==> src/hdl/i2cm_pkg.sv <==
// Package for the single-register I2C master: payload structs, segment codes,
// the transaction programs and timing constants. No dependencies.
`default_nettype none

package i2cm_pkg;

  // Width of the phase hold counter and of the phase_ticks register
  localparam int unsigned TickCw = 16;
  localparam logic [TickCw-1:0] PhaseTicksRst = TickCw'(30);

  // Program position: 0 is idle, 1..11 index the segment programs
  localparam int unsigned PosW = 4;
  localparam int unsigned SubW = 2;

  // Bus segment codes
  typedef enum logic [3:0] {
    SEG_END,
    SEG_START,
    SEG_SEND_DEV,
    SEG_SEND_REG,
    SEG_SEND_DAT,
    SEG_SEND_DEVR,
    SEG_ACK,
    SEG_RECV,
    SEG_NACK,
    SEG_STOP
  } seg_e;

  // Input transaction
  typedef struct packed {
    logic       func;
    logic       is_read;
    logic [7:0] device_addr;
    logic [7:0] reg_addr;
    logic [7:0] write_data;
    logic       sda_in;
  } in_item_t;

  // Result transaction
  typedef struct packed {
    logic       scl_out;
    logic       sda_out;
    logic       busy_res;
    logic       done_res;
    logic [7:0] read_data;
    logic       nack_seen;
  } out_item_t;

  // Segment at a program position for a read or a write transaction
  function automatic seg_e seg_at(input logic is_read, input logic [PosW-1:0] pos);
    seg_e seg;
    seg = SEG_END;
    if (is_read) begin
      case (pos)
        4'd1:    seg = SEG_START;
        4'd2:    seg = SEG_SEND_DEV;
        4'd3:    seg = SEG_ACK;
        4'd4:    seg = SEG_SEND_REG;
        4'd5:    seg = SEG_ACK;
        4'd6:    seg = SEG_START;
        4'd7:    seg = SEG_SEND_DEVR;
        4'd8:    seg = SEG_ACK;
        4'd9:    seg = SEG_RECV;
        4'd10:   seg = SEG_NACK;
        4'd11:   seg = SEG_STOP;
        default: seg = SEG_END;
      endcase
    end else begin
      case (pos)
        4'd1:    seg = SEG_START;
        4'd2:    seg = SEG_SEND_DEV;
        4'd3:    seg = SEG_ACK;
        4'd4:    seg = SEG_SEND_REG;
        4'd5:    seg = SEG_ACK;
        4'd6:    seg = SEG_SEND_DAT;
        4'd7:    seg = SEG_ACK;
        4'd8:    seg = SEG_STOP;
        default: seg = SEG_END;
      endcase
    end
    return seg;
  endfunction

endpackage

`default_nettype wire

==> src/hdl/i2cm_seq.sv <==
// Bus phase sequencer: holds the transaction state and the phase_ticks
// register, and works out the result for one item. Depends on i2cm_pkg.
`default_nettype none

module i2cm_seq import i2cm_pkg::*; (
  input  wire logic              clk_i,
  input  wire logic              rst_ni,
  input  wire logic              cfg_we_i,
  input  wire logic [TickCw-1:0] cfg_data_i,
  input  wire logic              step_i,
  input  wire in_item_t          item_i,
  output out_item_t              res_o
);

  logic [TickCw-1:0] ticks_q;
  logic [PosW-1:0]   pos_q, pos_d;
  logic [SubW-1:0]   sub_q, sub_d;
  logic [TickCw-1:0] cnt_q, cnt_d;
  logic [2:0]        bit_q, bit_d;
  logic [7:0]        tx_q, tx_d;
  logic [7:0]        rx_q, rx_d;
  logic [7:0]        rxres_q, rxres_d;
  logic              rd_q, rd_d;
  logic [7:0]        dev_q, dev_d;
  logic [7:0]        reg_q, reg_d;
  logic [7:0]        dat_q, dat_d;
  logic              nack_q, nack_d;
  logic              scl_q, scl_d;
  logic              sda_q, sda_d;
  logic              done;

  // Next state for one item
  always_comb begin
    logic [TickCw-1:0] limit;
    logic [TickCw:0]   cnt_inc;
    logic              go_enter;
    logic              new_seg;
    logic [PosW-1:0]   tgt_pos;
    logic [SubW-1:0]   tgt_sub;
    seg_e              cur_seg;
    seg_e              tgt_seg;

    pos_d   = pos_q;
    sub_d   = sub_q;
    cnt_d   = cnt_q;
    bit_d   = bit_q;
    tx_d    = tx_q;
    rx_d    = rx_q;
    rxres_d = rxres_q;
    rd_d    = rd_q;
    dev_d   = dev_q;
    reg_d   = reg_q;
    dat_d   = dat_q;
    nack_d  = nack_q;
    scl_d   = scl_q;
    sda_d   = sda_q;
    done    = 1'b0;

    go_enter = 1'b0;
    new_seg  = 1'b0;
    tgt_pos  = pos_q;
    tgt_sub  = '0;

    // zero hold is treated as one tick
    limit   = (ticks_q == '0) ? TickCw'(1) : ticks_q;
    cnt_inc = {1'b0, cnt_q} + (TickCw+1)'(1);
    cur_seg = seg_at(rd_q, pos_q);

    if (item_i.func) begin
      // command: ignored while a transaction runs
      if (pos_q == '0) begin
        rd_d     = item_i.is_read;
        dev_d    = item_i.device_addr;
        reg_d    = item_i.reg_addr;
        dat_d    = item_i.write_data;
        nack_d   = 1'b0;
        cnt_d    = '0;
        go_enter = 1'b1;
        new_seg  = 1'b1;
        tgt_pos  = PosW'(1);
        tgt_sub  = '0;
      end
    end else if (pos_q != '0) begin
      if (cnt_inc >= {1'b0, limit}) begin
        cnt_d = '0;
        // end of the current phase
        case (cur_seg)
          SEG_SEND_DEV, SEG_SEND_REG, SEG_SEND_DAT, SEG_SEND_DEVR: begin
            go_enter = 1'b1;
            if (sub_q < 2'd2) begin
              tgt_sub = sub_q + 2'd1;
            end else begin
              tx_d  = {tx_q[6:0], 1'b0};
              bit_d = bit_q + 3'd1;
              if (bit_q == 3'd7) begin
                new_seg = 1'b1;
                tgt_pos = pos_q + PosW'(1);
              end
            end
          end
          SEG_RECV: begin
            go_enter = 1'b1;
            if (sub_q == '0) begin
              rx_d    = {rx_q[6:0], item_i.sda_in};
              tgt_sub = 2'd1;
            end else begin
              bit_d = bit_q + 3'd1;
              if (bit_q == 3'd7) begin
                rxres_d = rx_q;
                new_seg = 1'b1;
                tgt_pos = pos_q + PosW'(1);
              end
            end
          end
          SEG_STOP: begin
            if (sub_q < 2'd2) begin
              go_enter = 1'b1;
              tgt_sub  = sub_q + 2'd1;
            end else begin
              pos_d = '0;
              sub_d = '0;
              done  = 1'b1;
            end
          end
          SEG_START, SEG_ACK, SEG_NACK: begin
            if (cur_seg == SEG_ACK && sub_q == 2'd1 && item_i.sda_in) begin
              nack_d = 1'b1;
            end
            go_enter = 1'b1;
            if (sub_q < 2'd2) begin
              tgt_sub = sub_q + 2'd1;
            end else begin
              new_seg = 1'b1;
              tgt_pos = pos_q + PosW'(1);
            end
          end
          default: begin
            pos_d = '0;
            sub_d = '0;
          end
        endcase
      end else begin
        cnt_d = cnt_inc[TickCw-1:0];
      end
    end

    // segment entry: reset bit counter and load the byte to send
    tgt_seg = seg_at(rd_d, tgt_pos);
    if (new_seg) begin
      bit_d = '0;
      case (tgt_seg)
        SEG_SEND_DEV:  tx_d = dev_d;
        SEG_SEND_REG:  tx_d = reg_d;
        SEG_SEND_DAT:  tx_d = dat_d;
        SEG_SEND_DEVR: tx_d = dev_d + 8'd1;
        default:       tx_d = tx_d;
      endcase
    end

    // phase entry: set line levels
    if (go_enter) begin
      if (tgt_seg == SEG_END) begin
        pos_d = '0;
        sub_d = '0;
        done  = 1'b1;
      end else begin
        pos_d = tgt_pos;
        sub_d = tgt_sub;
        case (tgt_seg)
          SEG_START: begin
            if (tgt_sub == '0) begin
              sda_d = 1'b1;
              scl_d = 1'b1;
            end else if (tgt_sub == 2'd1) begin
              sda_d = 1'b0;
            end else begin
              scl_d = 1'b0;
            end
          end
          SEG_SEND_DEV, SEG_SEND_REG, SEG_SEND_DAT, SEG_SEND_DEVR: begin
            if (tgt_sub == '0) begin
              sda_d = tx_d[7];
            end else if (tgt_sub == 2'd1) begin
              scl_d = 1'b1;
            end else begin
              scl_d = 1'b0;
              if (bit_d == 3'd7) sda_d = 1'b1;
            end
          end
          SEG_ACK, SEG_NACK: begin
            if (tgt_sub == '0) begin
              sda_d = 1'b1;
            end else if (tgt_sub == 2'd1) begin
              scl_d = 1'b1;
            end else begin
              scl_d = 1'b0;
            end
          end
          SEG_RECV: begin
            scl_d = (tgt_sub == '0);
          end
          default: begin
            // stop
            if (tgt_sub == '0) begin
              sda_d = 1'b0;
            end else if (tgt_sub == 2'd1) begin
              scl_d = 1'b1;
            end else begin
              sda_d = 1'b1;
            end
          end
        endcase
      end
    end
  end

  // Result of this item
  always_comb begin
    res_o.scl_out   = scl_d;
    res_o.sda_out   = sda_d;
    res_o.busy_res  = (pos_d != '0);
    res_o.done_res  = done;
    res_o.read_data = rxres_d;
    res_o.nack_seen = nack_d;
  end

  // Configuration register
  always_ff @(posedge clk_i or negedge rst_ni) begin
    if (!rst_ni) begin
      ticks_q <= PhaseTicksRst;
    end else if (cfg_we_i) begin
      ticks_q <= cfg_data_i;
    end
  end

  // Sequencer state
  always_ff @(posedge clk_i or negedge rst_ni) begin
    if (!rst_ni) begin
      pos_q   <= '0;
      sub_q   <= '0;
      cnt_q   <= '0;
      bit_q   <= '0;
      tx_q    <= '0;
      rx_q    <= '0;
      rxres_q <= '0;
      rd_q    <= 1'b0;
      dev_q   <= '0;
      reg_q   <= '0;
      dat_q   <= '0;
      nack_q  <= 1'b0;
      scl_q   <= 1'b1;
      sda_q   <= 1'b1;
    end else if (step_i) begin
      pos_q   <= pos_d;
      sub_q   <= sub_d;
      cnt_q   <= cnt_d;
      bit_q   <= bit_d;
      tx_q    <= tx_d;
      rx_q    <= rx_d;
      rxres_q <= rxres_d;
      rd_q    <= rd_d;
      dev_q   <= dev_d;
      reg_q   <= reg_d;
      dat_q   <= dat_d;
      nack_q  <= nack_d;
      scl_q   <= scl_d;
      sda_q   <= sda_d;
    end
  end

endmodule

`default_nettype wire

==> src/hdl/i2c_master_register_access.sv <==
// Single-register I2C master, top level: input register, sequencer and
// result register. Depends on i2cm_pkg and i2cm_seq.
//
// Usage: every input transaction is either a tick (func = 0) that advances
// the bus timing by one tick, or a command (func = 1) that starts a register
// write or read when idle. Each input transaction yields exactly one result
// transaction carrying the SCL/SDA drive levels, busy, a done pulse, the last
// read byte and the sticky nack flag.
// Path: a result leaves through the input register, then the result
// register. Throughput: one transaction per cycle while out_ready_i is high;
// the sequencer works out its next state in combinational logic.
// phase_ticks is written through cfg_we_i/cfg_data_i (0 acts as 1) and sets
// how many ticks each bus phase is held.
// Reset: bus lines released, idle, nack flag and read byte cleared,
// phase_ticks = 30.
// Stall: while out_ready_i is low the result register holds, the input
// register fills, and in_ready_o drops once both are occupied.
`default_nettype none

module i2c_master_register_access import i2cm_pkg::*; (
  input  wire logic              clk_i,
  input  wire logic              rst_ni,
  input  wire logic              cfg_we_i,
  input  wire logic [TickCw-1:0] cfg_data_i,
  input  wire logic              in_valid_i,
  output logic                   in_ready_o,
  input  wire in_item_t          in_data_i,
  output logic                   out_valid_o,
  input  wire logic              out_ready_i,
  output out_item_t              out_data_o
);

  logic      in_vld_q;
  in_item_t  in_q;
  logic      out_vld_q;
  out_item_t out_q;
  logic      advance;
  out_item_t res;

  // Stage handshake
  assign advance    = in_vld_q && (!out_vld_q || out_ready_i);
  assign in_ready_o = !in_vld_q || advance;

  // Input register
  always_ff @(posedge clk_i or negedge rst_ni) begin
    if (!rst_ni) begin
      in_vld_q <= 1'b0;
    end else if (in_ready_o) begin
      in_vld_q <= in_valid_i;
    end
  end

  always_ff @(posedge clk_i) begin
    if (in_ready_o && in_valid_i) begin
      in_q <= in_data_i;
    end
  end

  i2cm_seq u_seq (
    .clk_i      (clk_i),
    .rst_ni     (rst_ni),
    .cfg_we_i   (cfg_we_i),
    .cfg_data_i (cfg_data_i),
    .step_i     (advance),
    .item_i     (in_q),
    .res_o      (res)
  );

  // Result register
  always_ff @(posedge clk_i or negedge rst_ni) begin
    if (!rst_ni) begin
      out_vld_q <= 1'b0;
    end else if (advance) begin
      out_vld_q <= 1'b1;
    end else if (out_ready_i) begin
      out_vld_q <= 1'b0;
    end
  end

  always_ff @(posedge clk_i) begin
    if (advance) begin
      out_q <= res;
    end
  end

  assign out_valid_o = out_vld_q;
  assign out_data_o  = out_q;

endmodule

`default_nettype wire
==> config.mk <==
export PLATFORM = sky130hd
export DESIGN_NAME = i2c_master_register_access
export DESIGN_NICKNAME = d
export VERILOG_FILES = /design/src/hdl/i2cm_pkg.sv /design/src/hdl/i2cm_seq.sv /design/src/hdl/i2c_master_register_access.sv
export SDC_FILE = /design/constraint.sdc
export NUM_CORES = 1
export LEC_CHECK = 0
export ABC_AREA = 1
export BUFFER_PORTS_ARGS = -buffer_cell sky130_fd_sc_hd__buf_2
export CAP_MARGIN = 20
export CORE_ASPECT_RATIO = 1.75
export CORE_UTILIZATION = 55
export CTS_BUF_LIST = sky130_fd_sc_hd__clkbuf_16
export DETAILED_ROUTE_END_ITERATION = 8
export PLACE_DENSITY = 0.74
export SYNTH_ARGS = -nofsm -noshare
export SYNTH_HDL_FRONTEND = slang
export SYNTH_SLANG_ARGS = --single-unit
==> constraint.sdc <==
create_clock -name clk_i -period 9.7 [get_ports clk_i]
set_clock_uncertainty 0.05 [all_clocks]
set_input_delay 1.455 -clock clk_i [delete_from_list [all_inputs] [get_ports clk_i]]
set_output_delay 1.455 -clock clk_i [all_outputs]
set_load 0.01 [all_outputs]
# [Word level (Yosys, flattened, before mapping)]
# Memories as Yosys holds them, arrays and structs flattened.
# Cells that the tools add are included.
# W data, S select, Z words.
[word_totals] n_memories=4 register_bits=135 input_bits=48 romBits=256
[classes] reduce_logical=29 bitwise_logic=1 n_eq_ne=25 n_mux=112 magnitude_cmp=2 n_addsub=5
[memory_table] name="(name not given)" depth=16 word_bits=4 rd=1 rd_ports_with_merged_regs=0 write_ports=0 line="i2cm_pkg.sv:54" rtl="case (pos)"
[memory_table] name="(name not given)" depth=16 word_bits=4 rd=1 rd_ports_with_merged_regs=0 write_ports=0 line="i2cm_pkg.sv:69" rtl="case (pos)"
[memory_table] name="(name not given)" depth=16 word_bits=4 rd=1 rd_ports_with_merged_regs=0 write_ports=0 line="i2cm_pkg.sv:54"
[memory_table] name="(name not given)" depth=16 word_bits=4 rd=1 rd_ports_with_merged_regs=0 write_ports=0 line="i2cm_pkg.sv:69"
[ops] operator="$mux W8" n=18
[ops] operator="$mux W16" n=5
[ops] operator="$mux W4" n=16
[ops] operator="$mux W1" n=47
[ops] operator="$eq A4 B3 Y1 const B" n=8
[ops] operator="$pmux W8 S4" n=1
[ops] operator="$mux W2" n=10
[ops] operator="$mux W3" n=6
[ops] operator="$add A16 B1 Y17 const B" n=1
[ops] operator="$ge A17 B16 Y1" n=1
[ops] operator="$eq A4 B2 Y1 const B" n=4
[ops] operator="$logic_not A16 Y1" n=1
[ops] operator="$reduce_or A8 Y1" n=2
[ops] operator="$eq A4 B4 Y1 const B" n=3
[ops] operator="$pmux W4 S3" n=1
[ops] operator="$reduce_and A6 Y1" n=2
[ops] operator="$add A8 B1 Y8 const B" n=1
[ops] operator="$eq A4 B1 Y1 const B" n=2
[ops] operator="$logic_not A4 Y1" n=2
[ops] operator="$pmux W2 S2" n=2
[ops] operator="$pmux W4 S2" n=1
[ops] operator="$reduce_bool A2 Y1" n=4
[ops] operator="$reduce_bool A4 Y1" n=2
[ops] operator="$reduce_or A4 Y1" n=2
[ops] operator="21 further kinds" n=32

# [Depth between registers and ports, before layout]
# An unclocked memory read counts as a cell.
[depth] ltp_word=17 mapped_depth=45 ltp_nobuf=45

# [Hierarchy]
# From an unflattened synthesis, not the netlist that was laid out.
[unflattened] cells_unflattened=1038 area_unflattened_um2=8318.0
[by_module_without_submodules] module="i2cm_seq" seq_area_each_um2=2334.7 n_inst=1 area_per_inst_um2=7021.7 cells_each=986
[by_module_without_submodules] module="i2c_master_register_access" seq_area_each_um2=1251.2 n_inst=1 area_per_inst_um2=1296.2 cells_each=52

# [Worst setup path after synthesis]
# No wires, ideal clock.
[synth_path] kind="register to register" from="reg u_seq.cnt_q[0]" to="reg out_q (netlist bit out_data_o[11]) (data pin)" path_stages_with_launch=35 t_required_ps=9396 setup_time_ps=254 slack_ps=4972 arrival_ps=4424 path_buffers=0 synth_period_minus_slack_ps=4728 path_cell_list="dfrtp_1 -> ha_1 -> nand2_1 -> inv_2 -> nand3_2 -> or2_4 -> or4_1 -> xor2_1 -> inv_1 -> ha_1 -> nand2_1 -> nor2_1 -> a31o_2 -> a21oi_2 -> nand2_2 -> nand3_2 -> nand2_1 -> nand2_1 -> nor2_2 -> nor2_4 -> ha_1 -> inv_1 -> nand2_2 -> nand2_2 -> nor2_4 -> nor2_4 -> nand3_4 -> a21oi_4 -> nand2_2 -> o21bai_2 -> nand2_1 -> nand2_1 -> nand2_1 -> nand2_1 -> nand2_2"
[synth_lines] element="from (decl)" line="i2cm_seq.sv:18" rtl="logic [TickCw-1:0] cnt_q, cnt_d;"
[synth_lines] element="from (signal assigned)" line="i2cm_seq.sv:256" rtl="cnt_q <= cnt_d;"
[synth_lines] element="to (signal assigned)" line="i2c_master_register_access.sv:82" rtl="out_q <= res;"
[synth_lines] element="to (decl)" line="i2c_master_register_access.sv:36" rtl="out_item_t out_q;"

==> impl_metrics.yaml <==
outcome:
  status: "finished, final reports clean"
place:
  dp_slack_ps: 4580
  post_dp_cell_area_sq_mm: 0.00855
  hpwl_um: 13300
  port_buffers: 62
  gp_congestion: 0.902
setup_path:
  crit_top_cell: "nand2_1"
  worst_path_largest_cell_delay_ps: 420
  critical_path.top_delay_family: "simple AND/OR/NAND/NOR gates"
  crit_path_start_kind: "register"
  crit_type: "register to register"
  required_ps: 9830
  cp_data_arrival_time_ps: 5280
  crit_fanout: 10
  worstSetupEndpointType: "register"
  slowest_stage: "dfrtp_1"
  crit_buf_inv: 3
synthesis:
  synthArstFlopShare_pct: 70.4
  yosysWarnings: 0
  yosys-top-cells-count: "nand2_1 (261), inv_1 (136), o21ai_0 (118)"
  ys_types: 57
  synth_top_area_share_pct: 27.6
  synth_largest_area_cell: "dfrtp_1"
  synth_most_common_cell: "nand2_1"
  avgSynthCellArea_sq_um: 8.00
  netlist_instances: 1009
  synth_ff_type: "dfrtp_1"
  synth_edf_count: 40
  synthTopCellsByArea: "dfrtp_1 (28%), edfxtp_1 (15%), nand2_1 (12%)"
  ys_seq_area_share_pct: 44.4
  synth_nets: 1090
  syn-cell-area_sq_mm: 0.00808
  ys_seq_elements: 135
power:
  comb_power_share_pct: 49.1
  p_clk_share_pct: 22.5
  p_seq_share_pct: 28.3
  internal_power_mw: 1.52
  leakagePower_nw: 4.36
  switching_power_mw: 1.33
  finalPower_mw: 2.85
  p_per_area_mw_per_mm2: 312
  switching_share_pct: 46.6
  ir_worst_vdd_mv: 0.138
final_layout:
  fin_util_pct: 63.6
  antenna-diode-count: 0
  fillers: 1239
  multi_input_area_sq_mm: 0.00381
  area_delta_synth_final_pct: 13.2
  seqCellArea_sq_mm: 0.00359
  final_nets: 1148
  design_area_sq_mm: 0.00914
  drive_above_1_share_pct: 16.4
clock_network:
  cts_tree: "built"
  cts_hold_buffers: 0
  cts.sinks: 135
  clk_pin_slew_ps: 60
  h-tree-depth: 4
  cts_root_buf: "clkbuf_16"
  clock_latency_ps: 430
  cts_buffer_depth: 2
  post_cts_resized: 0
  cts_setup_buffers: 0
  cts_buffers: 17
grt:
  grt_overflow: 0
  grt_max_degree: 76
  grt_pass1_vias: 6619
  grt_pass1_wl_um: 30500
  antenna_found_initial: 0
  grtUsageTotal_pct: 25.9
sta:
  fin_crit_ps: 5150
  worst_slack_ps: 4550
  maxSlewViolCount: 0
  hold_viol: 0
  tns_ps: 0
  period_share_pct: 53.1
  fmax_ghz: 0.194
  worst_pin_slew_ps: 798
  rsz0062_at_grt: "false"
  setup_violations: 0
  max_slew_margin_pct: 46.8
detailed_routing:
  drc: 0
  route.met3.wl_um: 607
  wl_met1_um: 7190
  firstDrtPassIters: 5
  viasPerCell: 5.41
  initialDrtViolationCount: 393
  dr_wl_met2_um: 9870
  totalWireLength_um: 18300
  top_layer: "met4"
  via_count: 6817
  final_antenna_net_count: 0
  wl_per_cell_um: 14.5
die:
  die_w_um: 93.6
  die_area_sq_mm: 0.0152
  std_cell_rows: 58
  ios: 63
  die_y_um: 162
  initial_core_util_pct: 56.2
  core-area_sq_mm: 0.0144
worst_hold_path:
  hold_path_class: "register to register"
run:
  cap_violations: 0
path summary, 6_finish.rpt:
check                                    start             end  slack [ps]  cells after the start
worst max-delay path            u_seq.cnt_q[0]  out_data_o[11]        4550                     34
worst min-delay path            u_seq.dev_q[7]  u_seq.dev_q[7]         430                      2
worst max register to register  u_seq.cnt_q[0]  out_data_o[11]        4550                     34
worst min register to register  u_seq.dev_q[7]  u_seq.dev_q[7]         430                      2
max in group asynchronous               rst_ni  u_seq.dev_q[2]        7490                      2
min in group asynchronous               rst_ni  u_seq.pos_q[2]         940                      1
power by group through the flow:
| stage | sequential, mW | combinational, mW | clock, mW |
|---|---|---|---|
| 3_5_place_dp | 0.816 | 1.38 | 0 |
| 5_1_grt | 0.821 | 1.58 | 0.674 |
| 4_1_cts | 0.806 | 1.39 | 0.653 |
| 6_report | 0.807 | 1.40 | 0.642 |
| 3_3_place_gp | 0.812 | 1.35 | 0 |
| 2_1_floorplan | 0.786 | 1.08 | 0 |
worst min-delay path, cell delays in order (launching register included):
cell     delay (ps)
dfrtp_1         340
nand2_1          50
o21ai_0          60
cells by family (layout without fill, tap and decap cells):
kind of cell | Yosys count | after routing | share of synthesized area (%)
compound gates | 206 | 206 | 14.7
xor+xnor | 21 | 21 | 2.28
fa+ha+maj | 33 | 33 | 5.11
buf+inv | 176 | 247 | 8.41
flops | 135 | 135 | 44.4
mux | 7 | 7 | 0.868
simple gates | 431 | 431 | 24.2
placed cells by master, fill, tap and decap left out, types with 7 or more instances in the layout:
cell,netlist,routed
ha_1,33,33
mux2i_1,7,7
o22ai_1,18,18
dfrtp_1,89,89
a21oi_1,31,31
nor2_1,58,57
inv_1,136,135
clkbuf_16,0,17
xor2_1,19,19
nand2_2,15,15
nor2_2,8,9
edfxtp_1,40,40
nand2_1,261,261
nand4_1,9,9
buf_2,2,61
o21ai_0,118,118
inv_2,10,11
nand3_1,41,41
or2_2,9,9
layer usage:
| metal | vias up | GRT usage, % |
|---|---|---|
| li1 | 3426 | - |
| met1 | 3199 | 28.7 |
| met2 | 152 | 47.1 |
| met3 | 40 | 4.35 |
| met4 | 0 | 12.3 |
| met5 | - | 0 |
layout make-up:
class	instances	area share [%]
sequential	135	39.2
timing repair buffer	67	4.05
clock buffer	17	4.65
multi-input combinational	698	41.7
inverter	148	6.13
clock inverter	15	1.75
tap	180	2.46
state kept, by name, summed over array words and instances (netlist names), 13 cells and up:
name / flops
u_seq.cnt_q: 16
u_seq.ticks_q: 16
out_data_o: 13
in_q: 27
stage by stage:
stage,instances,hold WS [ps]
floorplan,1009,396
CTS,1260,431
global placement,1227,411
detailed placement,1228,416
finish,1260,433
global route,1260,460
(Power assumes the default switching activity.)
